$ cat config.mk
export PLATFORM = sky130hd
export DESIGN_NAME = integer_literal_parser_flat
export DESIGN_NICKNAME = d
export VERILOG_FILES = /design/src/sv/ilp_pkg.sv /design/src/sv/ilp_in_if.sv /design/src/sv/ilp_out_if.sv /design/src/sv/ilp_step.sv /design/src/sv/integer_literal_parser.sv /design/src/flat_wrapper.sv
export SDC_FILE = /design/constraint.sdc
export NUM_CORES = 1
export LEC_CHECK = 0
export BUFFER_PORTS_ARGS = -buffer_cell sky130_fd_sc_hd__buf_2
export CAP_MARGIN = 25
export CORE_ASPECT_RATIO = 0.6
export CORE_MARGIN = 5
export CORE_UTILIZATION = 50
export DETAILED_ROUTE_END_ITERATION = 7
export GPL_TIMING_DRIVEN = 0
export PLACE_DENSITY = 0.68
export SKIP_LAST_GASP = 1
export SLEW_MARGIN = 0
export SYNTH_ARGS = -nofsm -noshare
export SYNTH_HDL_FRONTEND = slang
export SYNTH_HIERARCHICAL = 1
export SYNTH_SLANG_ARGS = --single-unit
$ cat constraint.sdc
create_clock -name clk_i -period 8.2 [get_ports clk_i]
set_input_delay 0.82 -clock clk_i [delete_from_list [all_inputs] [get_ports clk_i]]
set_output_delay 0.82 -clock clk_i [all_outputs]
set_load 0.02 [all_outputs]
$ cat src/sv/ilp_pkg.sv
// Integer literal parser: shared codes, character constants and types.
// No dependencies; compiled first.
package ilp_pkg;

  localparam int unsigned VALUE_WIDTH_DEF = 32;
  localparam int unsigned CH_W            = 8;
  localparam int unsigned OUT_VALUE_W     = 32;

  // parse phase
  localparam logic [1:0] PH_START  = 2'd0;
  localparam logic [1:0] PH_SIGN   = 2'd1;
  localparam logic [1:0] PH_ZERO   = 2'd2;
  localparam logic [1:0] PH_DIGITS = 2'd3;

  // radix codes, also the radix field of a result
  localparam logic [1:0] RADIX_DEC = 2'd0;
  localparam logic [1:0] RADIX_OCT = 2'd1;
  localparam logic [1:0] RADIX_HEX = 2'd2;

  localparam logic STATUS_OK  = 1'b0;
  localparam logic STATUS_ERR = 1'b1;

  localparam logic [7:0] CH_MINUS = 8'h2d;
  localparam logic [7:0] CH_ZERO  = 8'h30;
  localparam logic [7:0] CH_X     = 8'h78;

  // control part of the token state
  typedef struct packed {
    logic [1:0] phase;
    logic [1:0] radix_sel;
    logic       negative;
    logic       failed;
  } ctrl_t;

  localparam ctrl_t CTRL_RESET = '{
    phase:     PH_START,
    radix_sel: RADIX_DEC,
    negative:  1'b0,
    failed:    1'b0
  };

  typedef struct packed {
    logic                          status;
    logic signed [OUT_VALUE_W-1:0] value;
    logic [1:0]                    radix;
  } res_t;

endpackage

$ cat src/sv/ilp_in_if.sv
// Character channel into the parser: valid/ready plus one character.
// Depends on ilp_pkg for the character width.
interface ilp_in_if;
  logic                      valid;
  logic                      ready;
  logic [ilp_pkg::CH_W-1:0]  ch;
  logic                      last;
  logic                      empty_token;

  modport source (output valid, ch, last, empty_token, input ready);
  modport sink   (input valid, ch, last, empty_token, output ready);
endinterface

$ cat src/sv/ilp_out_if.sv
// Result channel out of the parser: valid/ready plus status, value, radix.
// Depends on ilp_pkg for the value width.
interface ilp_out_if;
  logic                                     valid;
  logic                                     ready;
  logic                                     status;
  logic signed [ilp_pkg::OUT_VALUE_W-1:0]   value;
  logic [1:0]                               radix;

  modport source (output valid, status, value, radix, input ready);
  modport sink   (input valid, status, value, radix, output ready);
endinterface

$ cat src/sv/ilp_step.sv
// One character of parse: next token state, accumulator update and the
// result the character would close with. Depends on ilp_pkg.
module ilp_step #(
  parameter int unsigned VALUE_WIDTH = ilp_pkg::VALUE_WIDTH_DEF
) (
  input  ilp_pkg::ctrl_t          ctrl_i,
  input  logic [VALUE_WIDTH-1:0]  acc_i,
  input  logic [ilp_pkg::CH_W-1:0] ch_i,
  input  logic                    last_i,
  input  logic                    empty_i,
  output ilp_pkg::ctrl_t          ctrl_o,
  output logic [VALUE_WIDTH-1:0]  acc_o,
  output logic                    done_o,
  output ilp_pkg::res_t           res_o
);
  import ilp_pkg::*;

  localparam int unsigned EXT_W = (VALUE_WIDTH > OUT_VALUE_W) ? VALUE_WIDTH : OUT_VALUE_W;

  ctrl_t                   ctrl_n;
  logic                    take;
  logic                    dig_ok;
  logic [3:0]              dig;
  logic [VALUE_WIDTH-1:0]  acc_scaled;
  logic [VALUE_WIDTH-1:0]  acc_n;
  logic [VALUE_WIDTH-1:0]  mag;
  logic signed [EXT_W-1:0] ext;

  // digit decode against the radix in force after this character
  always_comb begin
    dig_ok = 1'b0;
    dig    = '0;
    if (ctrl_n.radix_sel == RADIX_OCT) begin
      if (ch_i inside {[8'h30:8'h37]}) begin
        dig_ok = 1'b1;
        dig    = ch_i[3:0];
      end
    end else if (ch_i inside {[8'h30:8'h39]}) begin
      dig_ok = 1'b1;
      dig    = ch_i[3:0];
    end else if (ctrl_n.radix_sel == RADIX_HEX &&
                 (ch_i inside {[8'h61:8'h66]} || ch_i inside {[8'h41:8'h46]})) begin
      dig_ok = 1'b1;
      dig    = ch_i[3:0] + 4'd9;
    end
  end

  // acc * radix as shifts and one add
  always_comb begin
    case (ctrl_n.radix_sel)
      RADIX_HEX: acc_scaled = acc_i << 4;
      RADIX_OCT: acc_scaled = acc_i << 3;
      default:   acc_scaled = (acc_i << 3) + (acc_i << 1);
    endcase
  end

  always_comb begin
    ctrl_n = ctrl_i;
    take   = 1'b0;
    if (!ctrl_i.failed) begin
      case (ctrl_i.phase)
        PH_START: begin
          if (ch_i == CH_MINUS) begin
            ctrl_n.negative = 1'b1;
            ctrl_n.phase    = PH_SIGN;
          end else if (ch_i == CH_ZERO) begin
            ctrl_n.phase = PH_ZERO;
          end else begin
            take = 1'b1;
          end
        end
        PH_SIGN: begin
          if (ch_i == CH_ZERO) ctrl_n.phase = PH_ZERO;
          else                 take = 1'b1;
        end
        PH_ZERO: begin
          if (ch_i == CH_X) begin
            ctrl_n.radix_sel = RADIX_HEX;
            ctrl_n.phase     = PH_DIGITS;
          end else if (ch_i inside {[8'h30:8'h39]}) begin
            ctrl_n.radix_sel = RADIX_OCT;
            take             = 1'b1;
          end else begin
            ctrl_n.failed = 1'b1;
          end
        end
        default: take = 1'b1;
      endcase
    end
  end

  always_comb begin
    ctrl_o = ctrl_n;
    acc_n  = acc_i;
    if (take) begin
      ctrl_o.phase = PH_DIGITS;
      if (dig_ok) acc_n = acc_scaled + VALUE_WIDTH'(dig);
      else        ctrl_o.failed = 1'b1;
    end
  end

  assign acc_o  = acc_n;
  assign done_o = last_i | empty_i;

  // wrap, negate, sign-extend from VALUE_WIDTH, keep the low 32 bits
  assign mag = ctrl_n.negative ? (~acc_n + 1'b1) : acc_n;
  assign ext = EXT_W'(signed'(mag));

  always_comb begin
    if (empty_i || ctrl_o.failed) begin
      res_o.status = STATUS_ERR;
      res_o.value  = '0;
      res_o.radix  = RADIX_DEC;
    end else begin
      res_o.status = STATUS_OK;
      res_o.value  = ext[OUT_VALUE_W-1:0];
      res_o.radix  = ctrl_o.radix_sel;
    end
  end

endmodule

$ cat src/sv/integer_literal_parser.sv
// Integer literal parser, top level. Depends on ilp_pkg, ilp_in_if,
// ilp_out_if and ilp_step.
//
// A token arrives one character per transfer on in_i, the final one flagged
// by last; a transfer with empty_token set stands for a zero-length token.
// One result transfer on out_o closes each token: status (0 integer, 1 not
// an integer literal), the value wrapped to VALUE_WIDTH bits, negated when a
// leading minus was seen and sign-extended into 32 bits, and the radix
// (0 decimal, 1 octal after a leading 0 and digit, 2 hex after "0x").
// The block takes one character per cycle unless the input stalls: a
// character waits in the input register, and the accumulator loop
// (shift-add of the radix plus the digit) updates as it leaves, so
// characters stream with no gaps. A final character passes through the
// input register and then the result register, which decouples the
// sides: characters keep flowing while a result waits, and input stalls
// only when a closing character meets a result still not taken.
module integer_literal_parser #(
  parameter int unsigned VALUE_WIDTH = ilp_pkg::VALUE_WIDTH_DEF
) (
  input  logic          clk_i,
  input  logic          rst_ni,
  ilp_in_if.sink        in_i,
  ilp_out_if.source     out_o
);
  import ilp_pkg::*;

  // input register
  logic               s1_valid_q;
  logic [CH_W-1:0]    s1_ch_q;
  logic               s1_last_q;
  logic               s1_empty_q;

  // token state
  ctrl_t                  ctrl_q;
  logic [VALUE_WIDTH-1:0] acc_q;

  // result register
  logic out_valid_q;
  res_t res_q;

  ctrl_t                  ctrl_step;
  logic [VALUE_WIDTH-1:0] acc_step;
  logic                   done;
  res_t                   res_step;

  logic out_free;
  logic s1_adv;

  ilp_step #(
    .VALUE_WIDTH (VALUE_WIDTH)
  ) u_step (
    .ctrl_i  (ctrl_q),
    .acc_i   (acc_q),
    .ch_i    (s1_ch_q),
    .last_i  (s1_last_q),
    .empty_i (s1_empty_q),
    .ctrl_o  (ctrl_step),
    .acc_o   (acc_step),
    .done_o  (done),
    .res_o   (res_step)
  );

  // A character without a result never waits on the output side.
  assign out_free   = !out_valid_q || out_o.ready;
  assign s1_adv     = s1_valid_q && (!done || out_free);
  assign in_i.ready = !s1_valid_q || s1_adv;

  always_ff @(posedge clk_i or negedge rst_ni) begin
    if (!rst_ni) begin
      s1_valid_q <= 1'b0;
    end else if (in_i.ready) begin
      s1_valid_q <= in_i.valid;
    end
  end

  always_ff @(posedge clk_i) begin
    if (in_i.ready && in_i.valid) begin
      s1_ch_q    <= in_i.ch;
      s1_last_q  <= in_i.last;
      s1_empty_q <= in_i.empty_token;
    end
  end

  // token state returns to its reset values after every result
  always_ff @(posedge clk_i or negedge rst_ni) begin
    if (!rst_ni) begin
      ctrl_q <= CTRL_RESET;
      acc_q  <= '0;
    end else if (s1_adv) begin
      if (done) begin
        ctrl_q <= CTRL_RESET;
        acc_q  <= '0;
      end else begin
        ctrl_q <= ctrl_step;
        acc_q  <= acc_step;
      end
    end
  end

  always_ff @(posedge clk_i or negedge rst_ni) begin
    if (!rst_ni) begin
      out_valid_q <= 1'b0;
    end else if (out_free) begin
      out_valid_q <= s1_adv && done;
    end
  end

  always_ff @(posedge clk_i) begin
    if (out_free && s1_adv && done) begin
      res_q <= res_step;
    end
  end

  assign out_o.valid  = out_valid_q;
  assign out_o.status = res_q.status;
  assign out_o.value  = res_q.value;
  assign out_o.radix  = res_q.radix;

endmodule
$ cat src/flat_wrapper.sv
// flat-port wrapper written by rule: the top's interface ports become plain ports
module integer_literal_parser_flat import ilp_pkg::*;
#(
  parameter int unsigned VALUE_WIDTH = ilp_pkg::VALUE_WIDTH_DEF
)
  (clk_i, rst_ni, in_i_valid, in_i_ch, in_i_last, in_i_empty_token, in_i_ready, out_o_valid, out_o_status, out_o_value, out_o_radix, out_o_ready);
  ilp_in_if in_i_i ();
  ilp_out_if out_o_i ();
  input  logic clk_i;
  input  logic rst_ni;
  input wire logic [$bits(in_i_i.valid)-1:0] in_i_valid;
  input wire logic [$bits(in_i_i.ch)-1:0] in_i_ch;
  input wire logic [$bits(in_i_i.last)-1:0] in_i_last;
  input wire logic [$bits(in_i_i.empty_token)-1:0] in_i_empty_token;
  output wire logic [$bits(in_i_i.ready)-1:0] in_i_ready;
  output wire logic [$bits(out_o_i.valid)-1:0] out_o_valid;
  output wire logic [$bits(out_o_i.status)-1:0] out_o_status;
  output wire logic [$bits(out_o_i.value)-1:0] out_o_value;
  output wire logic [$bits(out_o_i.radix)-1:0] out_o_radix;
  input wire logic [$bits(out_o_i.ready)-1:0] out_o_ready;
  assign in_i_i.valid = in_i_valid;
  assign in_i_i.ch = in_i_ch;
  assign in_i_i.last = in_i_last;
  assign in_i_i.empty_token = in_i_empty_token;
  assign in_i_ready = in_i_i.ready;
  assign out_o_valid = out_o_i.valid;
  assign out_o_status = out_o_i.status;
  assign out_o_value = out_o_i.value;
  assign out_o_radix = out_o_i.radix;
  assign out_o_i.ready = out_o_ready;
  integer_literal_parser #(.VALUE_WIDTH(VALUE_WIDTH)) u_core (.clk_i(clk_i), .rst_ni(rst_ni), .in_i(in_i_i), .out_o(out_o_i));
endmodule
Word level (Yosys, flattened, before mapping)
Index checks and enable logic that the tools add are counted.
- bitwise operators: 2
- mux-type cells: 37
- add/sub/neg operators: 4
- reduce and logical (&&, ||, !) cells: 21
- $lt $le $gt $ge: 7
- equal/unequal tests: 9
- operators by type and width (operator ; number):
    $mux 32 ; 4
    $pmux 32 s2 ; 1
    $mux 35 ; 1
    $add 32x1->32 const B ; 1
    $add 32x32->32 ; 1
    $add 32x4->32 ; 1
    $not 32->32 ; 1
    $eq 8x6->1 const B ; 2
    $ge 8x7->1 const B ; 2
    $le 8x6->1 const B ; 2
    $le 8x7->1 const B ; 2
    $mux 1 ; 16
    $mux 4 ; 4
    $mux 2 ; 7
    $mux 6 ; 2
    $logic_and 1x1->1 ; 10
    $eq 8x7->1 const B ; 1
    $ge 8x6->1 const B ; 1
    $pmux 2 s3 ; 1
    $logic_or 1x1->1 ; 5
    $reduce_bool 5->1 ; 1
    $add 4x4->4 const B ; 1
    $eq 2x1->1 const B ; 2
    $eq 2x2->1 const B ; 2
    7 further kinds ; 9
- bits of input ports: 14
- flip-flop bits (word level): 85
- output and inout bits: 37

Longest topological paths before layout
- word-level depth: 18
- gate-level depth with buffers: 32

Cells and area by module
Netlist, hierarchy kept.
- modules (own cells, without submodules) (module ; sequential area each (µm²) ; area an instance (µm²) ; times used ; cells an instance):
    ilp_step ; 0.0 ; 5002.3 ; 1 ; 777
    integer_literal_parser ; 2352.3 ; 3584.7 ; 1 ; 270

Worst setup path before layout
Ideal clock, no wire load.
- kind: reg-to-reg
- start point: reg u_core/ctrl_q[4] (netlist bit)
- end point: reg u_core.res_q (netlist bit u_core/out_o.value[30]), data pin
- slack: 1.096 ns
- cell stages (with the launch flop): 29
- library setup time: 0.270 ns
- data arrival time: 6.835 ns
- clock period less this slack: 7.104 ns
- path buffers: 7
- cell sequence: dfrtp_1 or3b_2 a311o_1 a21oi_1 inv_1 ha_1 buf_2 buf_2 buf_1 buf_2 buf_1 clkbuf_1 and2_1 ha_1 inv_1 fa_1 inv_1 a21oi_1 nor3_1 and4_1 clkbuf_1 nand4b_1 nand2b_1 or4_4 o311a_1 a221o_1 o41ai_2 nor3b_1 nor3_1
- RTL lines (what ; line ; RTL):
    start, declared ; integer_literal_parser.sv:34 ; ctrl_t ctrl_q;
    start signal, assigned ; integer_literal_parser.sv:94 ; ctrl_q <= ctrl_step;
    end signal, assigned ; integer_literal_parser.sv:110 ; res_q <= res_step;
    end, declared ; integer_literal_parser.sv:39 ; res_t res_q;

Worst setup path in the final report
- start point: reg u_core.s1_ch_q[0]
- end point: reg u_core.res_q (netlist bit u_core/out_o.value[28]), data pin
- cells in the longest elaborated chain, start to end: 17
- elaborated cells between the ends (all ways): 52
- classes of those cells: 3 x add/sub; 7 x order compare; 5 x eq/ne; 29 x mux; 1 x bitwise; 7 x reduce/logical
- ends and longest elaborated chain (what ; line ; RTL):
    start, declared ; integer_literal_parser.sv:29 ; logic [CH_W-1:0] s1_ch_q;
    start signal, assigned ; integer_literal_parser.sv:78 ; s1_ch_q <= in_i.ch;
    $ge 8x6->1 or $le 8x6->1 (tied branches) ; ilp_step.sv:34, ilp_step.sv:38, ilp_step.sv:80 ;
    $logic_and 1x1->1 ; ilp_step.sv:38, ilp_step.sv:80 ;
    $mux 2 ; ilp_step.sv:80 ; end else if (ch_i inside {[8'h30:8'h39]}) begin
    $mux 2 ; ilp_step.sv:77 ; if (ch_i == CH_X) begin
    $mux 2 ; ilp_step.sv:61 ; case (ctrl_i.phase)
    $mux 6 ; ilp_step.sv:60 ; if (!ctrl_i.failed) begin
    $eq 2x2->1 ; ilp_step.sv:41, ilp_step.sv:50 ;
    $logic_and 1x1->1 ; ilp_step.sv:41 ; end else if (ctrl_n.radix_sel == RADIX_HEX &&
    $mux 4 ; ilp_step.sv:41 ;
    $mux 4 ; ilp_step.sv:38 ; end else if (ch_i inside {[8'h30:8'h39]}) begin
    $mux 4 ; ilp_step.sv:33 ; if (ctrl_n.radix_sel == RADIX_OCT) begin
    $add 32x4->32 ; ilp_step.sv:97 ; if (dig_ok) acc_n = acc_scaled + VALUE_WIDTH'(dig);
    $mux 32 ; ilp_step.sv:97 ;
    $mux 32 ; ilp_step.sv:95 ; if (take) begin
    $not 32->32 ; ilp_step.sv:106 ; assign mag = ctrl_n.negative ? (~acc_n + 1'b1) : acc_n;
    $add 32x1->32 ; ilp_step.sv:106 ;
    $mux 32 ; ilp_step.sv:106 ;
Several ways; a longest one is shown, not always the timed one. The select of a mux whose other input is x is not followed.
A chain may end at the register's enable or synchronous reset.

==> impl_metrics.ini <==
[status]
status = complete, no violations

[clock_network]
ctsLongestPathBuffers = 2
cts-hold-fix-buffers = 0
clk_latency_ps = 340
htree_levels = 3
cts_tree = yes
numCtsBuffers = 9
cts_setup_buffers = 0
clockRootBuffer = clkbuf_16
cts.sinks = 85
clkTransAtPathRegs_ps = 60

[final_layout]
antenna_cells = 0
drive_above_1_share_pct = 11.4
seq_area_um2 = 2350
num-fill-cells = 1615
multi_input_area_um2 = 5810
syn_to_final_growth_pct = 10.3
fin_nets = 1160
fin_area_um2 = 9470

[sta]
grt_setup_unrepaired = false
skew_ps = 9.92
clock.fmax_mhz = 129
finalCritPeriodShare_pct = 94.5
period_needed_ps = 7750
setup_viol = 0
hold_viol = 0
slew_headroom_pct = 28.8
tightest_slew_ps = 1040
finalMaxSlewViolations = 0
setup_tns_ps = 0

[yosys]
ys.warnings.count = 6
synth.largest_area_cell = edfxtp_1
netlist_instances = 1047
syn_area_per_cell_um2 = 8.20
ys_seq_area_share_pct = 27.4
synth_most_common_cell = nor2_1
synth_area_leaders = edfxtp_1 16%, dfrtp_1 12%, ha_1 5.5%
syn_area_um2 = 8590
ys_seq_elements = 85
synth.net_count = 1101
async_reset_ff_share_pct = 47.1
synth_top_area_share_pct = 15.7
synth_commonest_cells = 82 x nor2_1, 80 x nand2_1, 69 x a21oi_1
synth-edff-count = 45
synthFlopType = edfxtp_1
ys_types = 83

[die]
rows = 37
core_um2 = 17000
start_util_pct = 50.5
io_pins = 51
die_h_um = 112
dieArea_um2 = 20000
die_x_um = 179

[worst_setup_path]
critPathMaxFanout = 10
critPathKind = flip-flop to flip-flop
r2r_end = u_core/out_o.value[28]$_DFFE_PP_
reg2reg_from = u_core/s1_ch_q[0]$_DFFE_PP_
reg2reg_depth = 24
worstPathRequired_ps = 8290
crit_chain = inv_1 -> ha_1 -> nand2b_1 -> a311o_1 -> a21oi_1 -> ha_1 -> buf_2 -> buf_1 -> nand2_1 -> o211a_1 -> o21ai_1 -> clkbuf_1 -> clkbuf_1 -> clkbuf_1 -> clkbuf_1 -> nor2_1 -> a21oi_1 -> ha_1 -> o21ai_0 -> nor2_1 -> a31o_2 -> and3_1 -> a21oi_1 -> o21a_1
crit_path_start_kind = flip-flop
end_kind = flip-flop
cp.arrival_ps = 7840
reg2reg_slack_ps = 450
crit_top_cell = clkbuf_1
cpPeakStageDelay_ps = 540
critPathSlowestCell = clkbuf_1

[route]
post_drt_wl_per_cell_um = 20.7
avgViaCountPerCell = 6.61
firstDrtPassIters = 5
drt_iter0_drc = 1373
vias = 8897
drc_errors = 0
wl_um = 27900
antenna_left = 0

[power_and_ir_drop]
ir_drop_v = 0.0000908
leakagePower_uw = 0.00368
power.density_nw_per_um2 = 115

[place]
placed_area_um2 = 9160
gp_congestion = 0.917
numPortBuffers = 49
dp_hpwl_um = 21400

[grt]
grt_max_degree = 41
overflow = 0
grt_pass1_vias = 7868
grt_usage_pct = 27.2
antenna_found_initial = 0
grt_pass1_wl_um = 43800

[job]
drv_cap = 0

[min_path]
min_path_type = input port to async pin
[through the flow]
step | util (%) | hold WS (ps) | setup slack, ps | total power, uW | instances
global placement | 53.7 | 506 | -495 | 683 | 1330
detailed placement | 53.9 | 513 | -464 | 689 | 1331
CTS | 55.6 | 531 | 17.8 | 1090 | 1346
finish | 55.7 | 303 | 447 | 1090 | 1345
global route | 55.7 | 304 | 97.4 | 1130 | 1345
floorplan | - | 478 | 1100 | 622 | 1047
[registers in the layout (all words and copies together) (netlist names)]
name,count
u_core/out_o.valid,1
u_core/ctrl_q,6
u_core/s1_last_q,1
u_core/out_o.radix,2
u_core/s1_valid_q,1
u_core/acc_q,32
u_core/s1_empty_q,1
u_core/out_o.value,32
u_core/out_o.status,1
u_core/s1_ch_q,8
[logic make-up (layout without fill, tap and decap cells)]
kind of cell             after synthesis  after routing  share of synthesized area (%)
AND/OR/NAND/NOR                      479            479                           31.8
AO/OA/AOI/OAI                        294            294                           24.1
buffers and inverters                 95            159                           5.07
flip-flops                            85             85                           27.4
XOR/XNOR                              48             48                           4.90
adder cells (fa/ha/maj)               40             40                           6.00
multiplexers                           6              6                          0.714
[power breakdown]
| part | internal, uW | switching, uW | leakage (uW) |
|---|---|---|---|
| sequential | 472 | 17.2 | 0.000988 |
| combinational | 66.5 | 132 | 0.00256 |
| clock | 236 | 166 | 0.000133 |
[area by class of cell]
class / instances / share of cell area, %
multi-input combinational: 867 / 61.4
sequential: 85 / 24.8
buffer: 68 / 3.61
timing repair buffer: 51 / 3.09
tap: 234 / 3.09
clock buffer: 12 / 2.50
inverter: 24 / 0.951
clock inverter: 4 / 0.528
[worst max-delay path by stage]
stage / to / depth (start not counted) / slack [ps] / from
6_report: u_core/out_o.value[28]$_DFFE_PP_ / 24 / 450 / u_core/s1_ch_q[0]$_DFFE_PP_
5_1_grt: u_core/out_o.value[28]$_DFFE_PP_ / 24 / 100 / u_core/s1_ch_q[0]$_DFFE_PP_
4_1_cts: u_core/out_o.value[30]$_DFFE_PP_ / 29 / 20 / u_core/s1_ch_q[0]$_DFFE_PP_
3_5_place_dp: u_core/out_o.value[28]$_DFFE_PP_ / 30 / -460 / u_core/s1_ch_q[0]$_DFFE_PP_
3_3_place_gp: u_core/out_o.value[28]$_DFFE_PP_ / 30 / -490 / u_core/s1_ch_q[0]$_DFFE_PP_
2_1_floorplan: u_core/out_o.value[30]$_DFFE_PP_ / 28 / 1100 / u_core/ctrl_q[4]$_DFFE_PN0N_
[cells in the final DEF, fill, tap and decap left out, types with 9 or more instances in the layout]
cell / synthesis / layout
clkbuf_1: 33 / 34
a221o_1: 11 / 11
nand4b_1: 42 / 42
a21o_1: 15 / 15
inv_1: 23 / 23
nor3_1: 30 / 30
and3_1: 9 / 9
nor4b_1: 10 / 10
dfrtp_1: 40 / 40
edfxtp_1: 45 / 45
a211o_1: 9 / 9
or3_1: 9 / 9
nand2b_1: 45 / 45
ha_1: 38 / 38
nand3b_1: 43 / 43
xnor2_1: 31 / 31
buf_2: 17 / 64
nand3_1: 63 / 63
o31ai_1: 9 / 9
nor4_1: 12 / 12
a21oi_1: 69 / 69
nor2_1: 82 / 81
a31oi_1: 22 / 22
xor2_1: 17 / 17
o211ai_1: 9 / 9
nand4_1: 14 / 14
a221oi_1: 14 / 14
o21ai_0: 46 / 46
nand2_1: 80 / 80
clkbuf_16: 0 / 9
[metal layers]
| metal | GRT usage [%] | vias to the layer above | routed length, um |
|---|---|---|---|
| met4 | 3.96 | 0 | 274 |
| met3 | 4.51 | 30 | 2940 |
| met1 | 45.1 | 4275 | 13300 |
| met5 | 0 | - | 0 |
| li1 | - | 4132 | - |
| met2 | 37.2 | 460 | 11400 |
[critical path, delay by kind of cell (launching register included)]
family / cells / cell delay (ps)
AOI/OAI and AO/OA: 9 / 2460
DFF: 1 / 500
and+or+nand+nor: 5 / 970
adders and majority gates: 3 / 750
buffers and inverters: 7 / 2810
[repair_timing]
item                                    4_1_cts  5_1_grt
endpoints found under the setup margin       10       12
pin swaps                                     0        0
cloned                                        0        0
resized for setup                             2        5
(Power assumes the default switching activity.)
